### config.mk
export PLATFORM = sky130hd
export DESIGN_NAME = sorted_queue_merge_dedup_top
export DESIGN_NICKNAME = d
export VERILOG_FILES = /design/src/rtl/sqmd_pkg.sv /design/src/rtl/sqmd_ram.sv /design/src/rtl/sqmd_queue.sv /design/src/rtl/sorted_queue_merge_dedup_top.sv
export SDC_FILE = /design/constraint.sdc
export NUM_CORES = 2
export LEC_CHECK = 0
export BUFFER_PORTS_ARGS = -buffer_cell sky130_fd_sc_hd__buf_2
export CAP_MARGIN = 10
export CORE_MARGIN = 2
export CORE_UTILIZATION = 61
export CTS_CLUSTER_SIZE = 30
export DETAILED_ROUTE_END_ITERATION = 8
export PLACE_DENSITY = 0.76
export SETUP_SLACK_MARGIN = 0.05
export SKIP_CTS_REPAIR_TIMING = 1
export SYNTH_ARGS = -nofsm -noshare
export SYNTH_HDL_FRONTEND = slang
export SYNTH_SLANG_ARGS = --single-unit
### constraint.sdc
create_clock -name clk -period 8.51 [get_ports clk]
set_clock_uncertainty 0.2 [all_clocks]
set_input_delay 0.851 -clock clk [delete_from_list [all_inputs] [get_ports clk]]
set_output_delay 0.851 -clock clk [all_outputs]
set_load 0.01 [all_outputs]
### src/rtl/sqmd_pkg.sv
`timescale 1ns / 1ps
// ----------------------------------------------------------------------------
// sqmd_pkg
// Shared types and codes for the sorted queue merge/dedup block.
// ----------------------------------------------------------------------------
package sqmd_pkg;

  localparam int VALUE_W = 32;

  // Request kinds carried on the input tuser
  typedef enum logic [1:0] {
    ACT_PUSH_A = 2'd0,
    ACT_PUSH_B = 2'd1,
    ACT_MERGE  = 2'd2
  } action_t;

  // Control sequencer states
  typedef enum logic [1:0] {
    ST_IDLE,
    ST_PRIME,
    ST_DRAIN
  } state_t;

  // Commands from the sequencer to one queue
  typedef struct packed {
    logic push;
    logic pop;
  } queue_ctl_t;

  // Status from one queue back to the sequencer
  typedef struct packed {
    logic empty;
    logic full;
    logic tail_hit;
  } queue_stat_t;

endpackage

### src/rtl/sqmd_ram.sv
`timescale 1ns / 1ps
// ----------------------------------------------------------------------------
// sqmd_ram
// Generic single-write, single-read RAM with a registered read port.
// ----------------------------------------------------------------------------
module sqmd_ram #(
  parameter int WIDTH = 32,
  parameter int DEPTH = 32
) (
  input  logic                     clk,
  input  logic                     wr_en,
  input  logic [$clog2(DEPTH)-1:0] wr_addr,
  input  logic [WIDTH-1:0]         wr_data,
  input  logic [$clog2(DEPTH)-1:0] rd_addr,
  output logic [WIDTH-1:0]         rd_data
);

  logic [WIDTH-1:0] mem [DEPTH];

  // Write port
  always_ff @(posedge clk) begin
    if (wr_en) begin
      mem[wr_addr] <= wr_data;
    end
  end

  // Registered read port
  always_ff @(posedge clk) begin
    rd_data <= mem[rd_addr];
  end

endmodule

### src/rtl/sqmd_queue.sv
`timescale 1ns / 1ps
// ----------------------------------------------------------------------------
// sqmd_queue
// One bounded FIFO of values: ring pointers, tail copy for the repeat check,
// and a RAM holding the entries. The head entry is always being read.
// ----------------------------------------------------------------------------
module sqmd_queue #(
  parameter int DEPTH = 32
) (
  input  logic                           clk,
  input  logic                           rst,
  input  sqmd_pkg::queue_ctl_t           ctl,
  input  logic [sqmd_pkg::VALUE_W-1:0]   push_value,
  output sqmd_pkg::queue_stat_t          stat,
  output logic [sqmd_pkg::VALUE_W-1:0]   head_value
);

  import sqmd_pkg::*;

  localparam int AW = $clog2(DEPTH);
  localparam int CW = $clog2(DEPTH + 1);
  localparam int SW = AW + 1;

  logic [AW-1:0]      head;
  logic [AW-1:0]      head_next;
  logic [AW-1:0]      head_inc;
  logic [CW-1:0]      count;
  logic [CW-1:0]      count_next;
  logic [VALUE_W-1:0] tail;
  logic [SW-1:0]      wr_sum;
  logic [SW-1:0]      wr_wrap;
  logic [AW-1:0]      wr_addr;
  logic               wr_en;

  // Status toward the sequencer
  assign stat.empty    = (count == '0);
  assign stat.full     = (count == CW'(DEPTH));
  assign stat.tail_hit = (count != '0) && (tail == push_value);

  // Tail slot: head plus count, wrapped once
  assign wr_sum  = SW'(head) + SW'(count);
  assign wr_wrap = (wr_sum >= SW'(DEPTH)) ? (wr_sum - SW'(DEPTH)) : wr_sum;
  assign wr_addr = wr_wrap[AW-1:0];

  // Store only new, non-repeated values into a queue with room
  assign wr_en = ctl.push && !stat.tail_hit && !stat.full;

  // Advance the head pointer on a pop
  assign head_inc  = (head == AW'(DEPTH - 1)) ? '0 : (head + AW'(1));
  assign head_next = ctl.pop ? head_inc : head;

  always_comb begin
    count_next = count;
    if (wr_en) begin
      count_next = count + CW'(1);
    end else if (ctl.pop) begin
      count_next = count - CW'(1);
    end
  end

  // Pointer state
  always_ff @(posedge clk) begin
    if (rst) begin
      head  <= '0;
      count <= '0;
    end else begin
      head  <= head_next;
      count <= count_next;
    end
  end

  // Keep a copy of the newest entry for the repeat check
  always_ff @(posedge clk) begin
    if (wr_en) begin
      tail <= push_value;
    end
  end

  // Entry storage; read address follows the next head so data is ready
  sqmd_ram #(
    .WIDTH (VALUE_W),
    .DEPTH (DEPTH)
  ) u_ram (
    .clk     (clk),
    .wr_en   (wr_en),
    .wr_addr (wr_addr),
    .wr_data (push_value),
    .rd_addr (head_next),
    .rd_data (head_value)
  );

endmodule

### src/rtl/sorted_queue_merge_dedup_top.sv
`timescale 1ns / 1ps
// ----------------------------------------------------------------------------
// sorted_queue_merge_dedup_top
// Two value queues loaded by push requests and drained by a merge request
// into one ordered stream without repeats.
//
//   channel  dir  tdata              tuser          tlast
//   s_axis   in   [31:0] value       [1:0] action   -
//   m_axis   out  [31:0] merged val  [0] overflow   last of merge
//
// A push is taken only while idle. A merge primes the RAM read in ST_PRIME,
// then pops the heads step by step in ST_DRAIN (equal heads pop together), and
// finally flushes the held value with the last mark. No new request is taken
// during a merge. Output stalls hold the drain in place, though a repeat of the
// held value is still dropped. Reset empties both queues and clears the
// overflow flag; queue RAM contents are not cleared.
// ----------------------------------------------------------------------------
module sorted_queue_merge_dedup_top #(
  parameter int QUEUE_DEPTH = 32
) (
  input  logic        clk,
  input  logic        rst,
  input  logic        s_axis_tvalid,
  output logic        s_axis_tready,
  input  logic [31:0] s_axis_tdata,   // [31:0] value
  input  logic [1:0]  s_axis_tuser,   // [1:0] action
  output logic        m_axis_tvalid,
  input  logic        m_axis_tready,
  output logic [31:0] m_axis_tdata,   // [31:0] merged_value
  output logic [0:0]  m_axis_tuser,   // [0] overflow
  output logic        m_axis_tlast
);

  import sqmd_pkg::*;

  state_t             state;
  state_t             state_next;
  queue_ctl_t         ctl_a;
  queue_ctl_t         ctl_b;
  queue_stat_t        stat_a;
  queue_stat_t        stat_b;
  logic [VALUE_W-1:0] head_a;
  logic [VALUE_W-1:0] head_b;

  logic               overflow;
  logic               overflow_next;
  logic               pend_valid;
  logic               pend_valid_next;
  logic [VALUE_W-1:0] pend_value;
  logic [VALUE_W-1:0] pend_value_next;
  logic               out_valid;
  logic [VALUE_W-1:0] out_value;
  logic               out_last;
  logic               out_ovf;
  logic               out_load;
  logic [VALUE_W-1:0] out_load_value;
  logic               out_load_last;

  logic               slot_free;
  logic               take_a;
  logic               take_b;
  logic               a_lt_b;
  logic               b_lt_a;
  logic               dup;
  logic [VALUE_W-1:0] pick;

  assign slot_free = !out_valid || m_axis_tready;

  // Head comparison and pick selection
  assign a_lt_b = $signed(head_a) < $signed(head_b);
  assign b_lt_a = $signed(head_b) < $signed(head_a);
  assign take_a = !stat_a.empty && (stat_b.empty || !b_lt_a);
  assign take_b = !stat_b.empty && (stat_a.empty || !a_lt_b);
  assign pick   = take_a ? head_a : head_b;
  assign dup    = pend_valid && (pick == pend_value);

  // Sequencer: next state and queue commands
  always_comb begin
    state_next      = state;
    s_axis_tready   = 1'b0;
    ctl_a           = '0;
    ctl_b           = '0;
    overflow_next   = overflow;
    pend_valid_next = pend_valid;
    pend_value_next = pend_value;
    out_load        = 1'b0;
    out_load_value  = pend_value;
    out_load_last   = 1'b0;
    unique case (state)
      ST_IDLE: begin
        s_axis_tready = 1'b1;
        if (s_axis_tvalid) begin
          case (s_axis_tuser)
            ACT_PUSH_A: begin
              ctl_a.push    = 1'b1;
              overflow_next = overflow || (stat_a.full && !stat_a.tail_hit);
            end
            ACT_PUSH_B: begin
              ctl_b.push    = 1'b1;
              overflow_next = overflow || (stat_b.full && !stat_b.tail_hit);
            end
            ACT_MERGE: begin
              state_next      = ST_PRIME;
              pend_valid_next = 1'b0;
            end
            default: begin
            end
          endcase
        end
      end
      ST_PRIME: begin
        // Wait for the head reads
        state_next = ST_DRAIN;
      end
      ST_DRAIN: begin
        if (stat_a.empty && stat_b.empty) begin
          // Flush the held value with the last mark, then finish
          if (!pend_valid) begin
            overflow_next = 1'b0;
            state_next    = ST_IDLE;
          end else if (slot_free) begin
            out_load        = 1'b1;
            out_load_last   = 1'b1;
            pend_valid_next = 1'b0;
            overflow_next   = 1'b0;
            state_next      = ST_IDLE;
          end
        end else if (dup) begin
          // Drop a repeat of the value just taken
          ctl_a.pop = take_a;
          ctl_b.pop = take_b;
        end else if (slot_free) begin
          // Send the held value and hold the new pick
          ctl_a.pop       = take_a;
          ctl_b.pop       = take_b;
          out_load        = pend_valid;
          pend_valid_next = 1'b1;
          pend_value_next = pick;
        end
      end
      default: begin
        state_next = ST_IDLE;
      end
    endcase
  end

  // Control registers
  always_ff @(posedge clk) begin
    if (rst) begin
      state      <= ST_IDLE;
      overflow   <= 1'b0;
      pend_valid <= 1'b0;
      out_valid  <= 1'b0;
    end else begin
      state      <= state_next;
      overflow   <= overflow_next;
      pend_valid <= pend_valid_next;
      if (out_load) begin
        out_valid <= 1'b1;
      end else if (m_axis_tready) begin
        out_valid <= 1'b0;
      end
    end
  end

  // Payload registers
  always_ff @(posedge clk) begin
    pend_value <= pend_value_next;
    if (out_load) begin
      out_value <= out_load_value;
      out_last  <= out_load_last;
      out_ovf   <= overflow;
    end
  end

  // Queues
  sqmd_queue #(
    .DEPTH (QUEUE_DEPTH)
  ) u_queue_a (
    .clk        (clk),
    .rst        (rst),
    .ctl        (ctl_a),
    .push_value (s_axis_tdata),
    .stat       (stat_a),
    .head_value (head_a)
  );

  sqmd_queue #(
    .DEPTH (QUEUE_DEPTH)
  ) u_queue_b (
    .clk        (clk),
    .rst        (rst),
    .ctl        (ctl_b),
    .push_value (s_axis_tdata),
    .stat       (stat_b),
    .head_value (head_b)
  );

  // Result port
  assign m_axis_tvalid   = out_valid;
  assign m_axis_tdata    = out_value;
  assign m_axis_tlast    = out_last;
  assign m_axis_tuser[0] = out_ovf;

endmodule

[Word-level counts from Yosys, hierarchy flattened]
Memories as Yosys holds them, arrays and structs flattened. A register that Yosys moved wholly into a read port is not among the register bits.
Cells that the tools add are included.
Storage, ports and cells
  bits in registers: 157
  word-level logic and storage cells: 149
  memories kept: 2
  output and inout bits: 36
  bits in writable memories: 2048
Operators by class
  muxes and demuxes: 58
  equal/unequal tests: 18
  reductions and logical operators: 41
  $lt $le $gt $ge: 4
  bitwise gates (word level): 2
  add/subtract/negate cells: 10
Memories
  u_queue_a.u_ram.mem: depth 32, bits a word 32, read ports 1, clocked after memory_dff 1, write ports 1, RTL line sqmd_ram.sv:18  | logic [WIDTH-1:0] mem [DEPTH];
  u_queue_b.u_ram.mem: depth 32, bits a word 32, read ports 1, clocked after memory_dff 1, write ports 1, RTL line sqmd_ram.sv:18
Operators with widths (count)
  equality test 32 bit: 3
  < comparator 32 bit: 2
  two-way mux 1 bit: 38
  two-way mux 32 bit: 1
  two-way mux 5 bit: 6
  two-way mux 6 bit: 4
  adder 5 x 6 -> 6 bit: 2
  adder 6 x 1 -> 6 bit (second input constant): 2
  equality test 6 bit (second input constant): 2
  >= comparator 6 bit (second input constant): 2
  logical AND 1 bit: 12
  logical NOT 6 bit: 2
  nonzero test 6 bit: 2
  subtractor 6 x 1 -> 6 bit (second input constant): 2
  adder 5 x 1 -> 5 bit (second input constant): 2
  equality test 5 bit (second input constant): 2
  two-way mux 2 bit: 5
  AND reduction 5 bit: 2
  subtractor 5 x 1 -> 5 bit (second input constant): 2
  logical NOT 1 bit: 9
  inequality test 3 bit (second input constant): 3
  AND reduction 4 bit: 2
  nonzero test 2 bit: 4
  one-hot mux 1 bit (2 select lines): 3
  other kinds (10): 19

[Logic depth before layout (Yosys ltp)]
  depth in word-level cells: 12
  gate-level depth with buffers: 21
  gate-level depth less buffers: 17

[Hierarchy]
Synthesis repeated with hierarchy kept, for this count alone.
Second synthesis, totals
  cells, all modules: 5321
  area total of the unflattened synthesis: 90096.4 um^2
Modules (own cells, without submodules)
  sqmd_ram (u_queue_a.u_ram): area each 40492.6 um^2, instances 1, cells an instance 2260
  sqmd_ram (u_queue_b.u_ram): area each 40485.1 um^2, instances 1, cells an instance 2260
  sorted_queue_merge_dedup_top: area each 4679.5 um^2, instances 1, cells an instance 443
  sqmd_queue: area each 2219.6 um^2, instances 2, cells an instance 179

[Worst setup path before layout]
OpenSTA, ideal clock, no wires.
  kind: reg-to-reg
  start: register u_queue_b.count[1]
  end: memory u_queue_b.u_ram.mem[24][0], enable pin
  cell stages (with the launch flop): 12
  path slack: 2.002 ns
  path buffers: 3
  required time: 7.889 ns
  arrival: 5.887 ns
  path through: dfxtp_1 or4_1 or3_1 clkbuf_1 buf_1 a31oi_1 inv_1 nor2_1 inv_1 or3_1 clkbuf_1 nor2_1
On the way
  longest elaborated chain between the ends: 7
RTL lines
  from (decl): RTL line sqmd_queue.sv:27  | logic [CW-1:0] count;
  from (signal assigned): RTL line sqmd_queue.sv:68  | count <= count_next;
  nonzero test 6 bit: RTL line sqmd_queue.sv:38  | assign stat.tail_hit = (count != '0) && (tail == push_value);
  logical AND 1 bit: RTL line sqmd_queue.sv:38
  logical NOT 1 bit: RTL line sqmd_queue.sv:46  | assign wr_en = ctl.push && !stat.tail_hit && !stat.full;
  logical AND 1 bit: RTL line sqmd_queue.sv:46
  logical AND 1 bit (*): RTL line sqmd_queue.sv:46
  named net u_queue_b.u_ram.wr_en: RTL line sqmd_ram.sv:11  | input logic wr_en,
  two-way mux 1 bit (*): RTL line sqmd_ram.sv:22  | if (wr_en) begin
  two-way mux 1 bit (implied by the code) (*): RTL line sqmd_ram.sv:23  | mem[wr_addr] <= wr_data;
  to (decl): RTL line sqmd_ram.sv:18
The timed path passes the listed nets; every way through them passes the cells marked *.

[Final worst setup path]
  start: register u_queue_b.u_ram.rd_data[30] (read register of u_queue_b.u_ram.mem)
  end: register u_queue_a.u_ram.rd_data[2] (read register of u_queue_a.u_ram.mem)
On the way
  longest elaborated chain between the ends: 11
RTL lines
  from (decl): RTL line sqmd_ram.sv:15  | output logic [WIDTH-1:0] rd_data
  < comparator 32 bit: RTL line sorted_queue_merge_dedup_top.sv:71  | assign b_lt_a = $signed(head_b) < $signed(head_a);
  logical NOT 1 bit: RTL line sorted_queue_merge_dedup_top.sv:72  | assign take_a = !stat_a.empty && (stat_b.empty || !b_lt_a);
  logical OR 1 bit: RTL line sorted_queue_merge_dedup_top.sv:72
  logical AND 1 bit: RTL line sorted_queue_merge_dedup_top.sv:72
  two-way mux 32 bit: RTL line sorted_queue_merge_dedup_top.sv:74  | assign pick = take_a ? head_a : head_b;
  equality test 32 bit: RTL line sorted_queue_merge_dedup_top.sv:75  | assign dup = pend_valid && (pick == pend_value);
  logical AND 1 bit: RTL line sorted_queue_merge_dedup_top.sv:75
  two-way mux 1 bit (*): RTL line sorted_queue_merge_dedup_top.sv:128  | end else if (dup) begin
  two-way mux 1 bit (*): RTL line sorted_queue_merge_dedup_top.sv:116  | if (stat_a.empty && stat_b.empty) begin
  two-way mux 1 bit (*): RTL line sorted_queue_merge_dedup_top.sv:89  | unique case (state)
  two-way mux 5 bit (*): RTL line sqmd_queue.sv:50  | assign head_next = ctl.pop ? head_inc : head;
  to (decl): RTL line sqmd_ram.sv:15
Mark *: on every way between the ends. The rest lies on a longest branch, timed or not.
A chain may end at the register's enable or synchronous reset.

==> run summary <==
Status -> complete, no violations
Final-layout setup total negative slack -> 0 ns
Reg-to-reg startpoint -> u_queue_b.u_ram.rd_data[30]
Port Buffers -> 73
Post-layout util -> 69.03%
Endpoint class of the critical path -> register
Net count of the mapped netlist -> 5350
Number of sinks handled by clock tree synthesis -> 2269
Peak supply drop -> 181.6 uV
Highest clock rate -> 119.9 MHz
Global routing usage summed across all routing layers -> 32.17%
Max-capacitance violation count -> 0
CTS max path bufs -> 3
Net count of the finished layout -> 5591
Clock input transition at the sequential cells of the worst setup and hold paths -> 0.06 ns
Detailed Place HPWL -> 150600 microns
Final weighted congestion in routability-driven placement -> 0.9555
Class of the tightest hold or removal check -> input port to register
Unrepaired setup endpoints after global routing -> false
Die footprint -> 0.1540 sq mm
Reg2reg path depth -> 17
Die X -> 392.5 microns
Top-Level Pins -> 74
Final number of hold-violating endpoints -> 0
Count of warnings emitted by yosys -> 0
Largest net degree at the start of global routing -> 84
Final global-route overflow total -> 0
Power density over cell area -> 223.0 mW/mm^2
Wire length of the first global-routing pass -> 348300 microns
Most used flip-flop cell after synthesis -> sky130_fd_sc_hd__edfxtp_1
Wirelength per Cell -> 32.14 microns
Mean instance size in the synthesized netlist -> 17.51 sq um
Worst slew slack as a fraction of its limit -> 16.20%
Largest fanout of any net on the critical path -> 17
Count of standard-cell rows -> 142
EDFF count, synth -> 2178
Violation count after the first detailed-route iteration -> 7773
CTS Buf Count -> 214
Max-slew violation count -> 0
Post-route antenna net violation count -> 0
Area Growth Syn to Fin -> 12.31%
Starting density of the core -> 61.46%
FFs w/ async S/R, synth -> 0%
Wire length after detailed routing -> 247500 microns
Reg-to-reg endpoint -> u_queue_a.u_ram.rd_data[2]
Startpoint of the lowest-slack hold path -> s_axis_tuser[1]
Setup CP Type -> register to register
Most common cell after layout, fill and taps aside -> sky130_fd_sc_hd__edfxtp_1
Number of library cell types mapped by synthesis -> 82
Hold path endpoint -> state[0]
Number of global-route vias before repair -> 48036
Setup slack of the most critical reg-to-reg path -> 0.17 ns
Ratio of cells with drive above 1 in the final layout -> 16.44%
CP startpoint kind -> register
Vias per std cell -> 6.572
Insertion delay to the later sink of the worst-skew pair -> 0.87 ns
Synthesized netlist cell count -> 5256
Hold Path Depth -> 4
Die Span Y -> 392.5 microns
Leading cell types in the layout, fill and taps excluded -> sky130_fd_sc_hd__edfxtp_1, sky130_fd_sc_hd__mux2i_1, sky130_fd_sc_hd__mux2_2
Drt drc -> 0
CORE AREA -> 0.1498 sq mm
First-pass DRT Iterations -> 6
Clock tree from TritonCTS -> yes
Actual transition at the worst max-transition pin -> 1.245 ns
Number of H-tree levels -> 4
Crit path required time -> 8.95 ns
Time the worst path needs with I/O delays and setup -> 8.338 ns
Number of antenna violations at the first check in global routing -> 41
Sequential share of the synthesized area -> 73.03%
Via count of the routed design -> 50603
Arrival time at the worst endpoint -> 8.78 ns
Flops & latches, synth -> 2269
Cell Area, Synth -> 0.09205 sq mm
Final cycle utilization of the critical path -> 97.98%
Clock root buffer -> sky130_fd_sc_hd__clkbuf_16
Lkg Pwr -> 37.68 nW
Setup violation total in the final timing report -> 0
==> per-layer routing <==
metal  global-route usage [%]  up-vias  routed length [microns]
li1                         -    21385                        -
met1                    50.80    25720                   102800
met2                    44.46     3158                   104500
met3                    8.188      320                    33870
met4                    8.650       20                     6183
met5                        0        -                      140
==> power by group <==
part,switching (W),total [W],internal (W),leakage (nW)
registers,0.0000797,0.0124,0.0123,20.3
logic,0.000817,0.00116,0.000347,13.9
clock network,0.00408,0.00948,0.00540,3.42
total,0.00498,0.0231,0.0181,37.7
==> critical path, stage by stage, from the launching register on <==
cell                       delay [ns]
sky130_fd_sc_hd__dfxtp_1         0.69
sky130_fd_sc_hd__ha_1            0.31
sky130_fd_sc_hd__nand4_1         0.19
sky130_fd_sc_hd__or4_4           0.58
sky130_fd_sc_hd__nor3_4          0.29
sky130_fd_sc_hd__o31ai_2         0.25
sky130_fd_sc_hd__a21o_1          0.44
sky130_fd_sc_hd__a21oi_2         0.66
sky130_fd_sc_hd__mux2i_1         0.27
sky130_fd_sc_hd__o211ai_1        0.20
sky130_fd_sc_hd__or4_4           0.63
sky130_fd_sc_hd__o21ai_4         0.27
sky130_fd_sc_hd__nand3_2         0.25
sky130_fd_sc_hd__o31ai_2         0.65
sky130_fd_sc_hd__a31o_2          0.64
sky130_fd_sc_hd__buf_4           0.45
sky130_fd_sc_hd__o22ai_1         0.16
sky130_fd_sc_hd__nor4_1          0.93
==> worst max path at each step <==
stage / start / end / slack [ns] / cells past startpoint
floorplan: u_queue_b.count[1] / u_queue_b.u_ram.mem[24][0] / 2.00 / 11
global placement: u_queue_b.u_ram.rd_data[30] / u_queue_a.u_ram.rd_data[1] / 0.33 / 17
detailed placement: u_queue_b.u_ram.rd_data[30] / u_queue_a.u_ram.rd_data[2] / 0.36 / 17
CTS: u_queue_b.u_ram.rd_data[30] / u_queue_a.u_ram.rd_data[2] / 0.34 / 17
global route: u_queue_b.u_ram.rd_data[30] / u_queue_a.u_ram.rd_data[2] / 0.11 / 17
finish: u_queue_b.u_ram.rd_data[30] / u_queue_a.u_ram.rd_data[2] / 0.17 / 17
==> cell families (layout without fill, tap and decap cells) <==
| family | after synthesis | in the layout | share of synthesized area (%) |
|---|---|---|---|
| XOR/XNOR | 92 | 92 | 0.8753 |
| AO/OA/AOI/OAI | 488 | 488 | 3.650 |
| adder cells (fa/ha/maj) | 56 | 56 | 0.7938 |
| AND/OR/NAND/NOR | 490 | 490 | 2.888 |
| multiplexers | 1549 | 1549 | 17.21 |
| other | 0 | 3 | 0 |
| buffers and inverters | 312 | 737 | 1.558 |
| flip-flops | 2269 | 2269 | 73.03 |
==> synth_stat cells (11+ instances only) <==
| cell type | instances | share of area [%] |
|---|---|---|
| sky130_fd_sc_hd__o22ai_1 | 146 | 0.99 |
| sky130_fd_sc_hd__and4_1 | 37 | 0.35 |
| sky130_fd_sc_hd__o21ai_0 | 45 | 0.24 |
| sky130_fd_sc_hd__nand4_1 | 41 | 0.28 |
| sky130_fd_sc_hd__nor2b_1 | 13 | 0.088 |
| sky130_fd_sc_hd__or3_1 | 11 | 0.075 |
| sky130_fd_sc_hd__a21o_1 | 14 | 0.11 |
| sky130_fd_sc_hd__inv_1 | 60 | 0.24 |
| sky130_fd_sc_hd__a31oi_1 | 13 | 0.088 |
| sky130_fd_sc_hd__nor4_1 | 54 | 0.37 |
| sky130_fd_sc_hd__a211oi_1 | 12 | 0.098 |
| sky130_fd_sc_hd__edfxtp_1 | 2178 | 71 |
| sky130_fd_sc_hd__mux2_1 | 25 | 0.31 |
| sky130_fd_sc_hd__buf_2 | 207 | 1.1 |
| sky130_fd_sc_hd__nand3_1 | 24 | 0.13 |
| sky130_fd_sc_hd__ha_1 | 52 | 0.71 |
| sky130_fd_sc_hd__nand2b_1 | 26 | 0.18 |
| sky130_fd_sc_hd__xor2_1 | 38 | 0.36 |
| sky130_fd_sc_hd__dfxtp_1 | 91 | 2.0 |
| sky130_fd_sc_hd__xnor2_1 | 54 | 0.51 |
| sky130_fd_sc_hd__nor3_1 | 21 | 0.11 |
| sky130_fd_sc_hd__mux2_2 | 239 | 2.9 |
| sky130_fd_sc_hd__nand2_1 | 85 | 0.35 |
| sky130_fd_sc_hd__clkbuf_1 | 37 | 0.15 |
| sky130_fd_sc_hd__a21oi_1 | 45 | 0.24 |
| sky130_fd_sc_hd__a22oi_1 | 130 | 1.1 |
| sky130_fd_sc_hd__nor2_1 | 132 | 0.54 |
| sky130_fd_sc_hd__mux2i_1 | 1284 | 14 |
==> flip-flops by register name (all words and copies together) (netlist names) <==
signal and flops:
pend_valid 1, u_queue_b.tail 32, m_axis_tdata 32, m_axis_tuser 1, m_axis_tvalid 1, out_load_value 32
u_queue_a.u_ram.rd_data 32, u_queue_b.u_ram.rd_data 32, u_queue_a.u_ram.mem 1024, u_queue_b.count 6, u_queue_a.head 5, u_queue_a.tail 32
m_axis_tlast 1, state 2, overflow 1, u_queue_b.head 5, u_queue_a.count 6, u_queue_b.u_ram.mem 1024
==> layout make-up <==
cell class              count  area, sq um
flip-flops and latches   2269        67220
multi-input cells        2675        24030
clock buffers             290         5842
clock inverters           110         1161
well taps                2016         2522
diodes                      3        7.507
fillers                  9374        46390
repair buffers            277         2370
inverters                  60        225.2
==> per-stage QoR <==
stage | total power [W] | setup slack (ns) | hold slack (ns) | area [sq um] | cells
5_1_grt | 0.02361 | 0.1103 | 0.2975 | 103400 | 7698
4_1_cts | 0.02308 | 0.3392 | 0.2301 | 103400 | 7696
3_3_place_gp | 0.01375 | 0.3301 | 0.2653 | 96350 | 7295
3_5_place_dp | 0.01377 | 0.3616 | 0.2729 | 96360 | 7296
2_1_floorplan | 0.01319 | 2.002 | 0.2088 | 92050 | 5256
6_report | 0.02305 | 0.1720 | 0.2779 | 103400 | 7700
(Power assumes the default switching activity.)
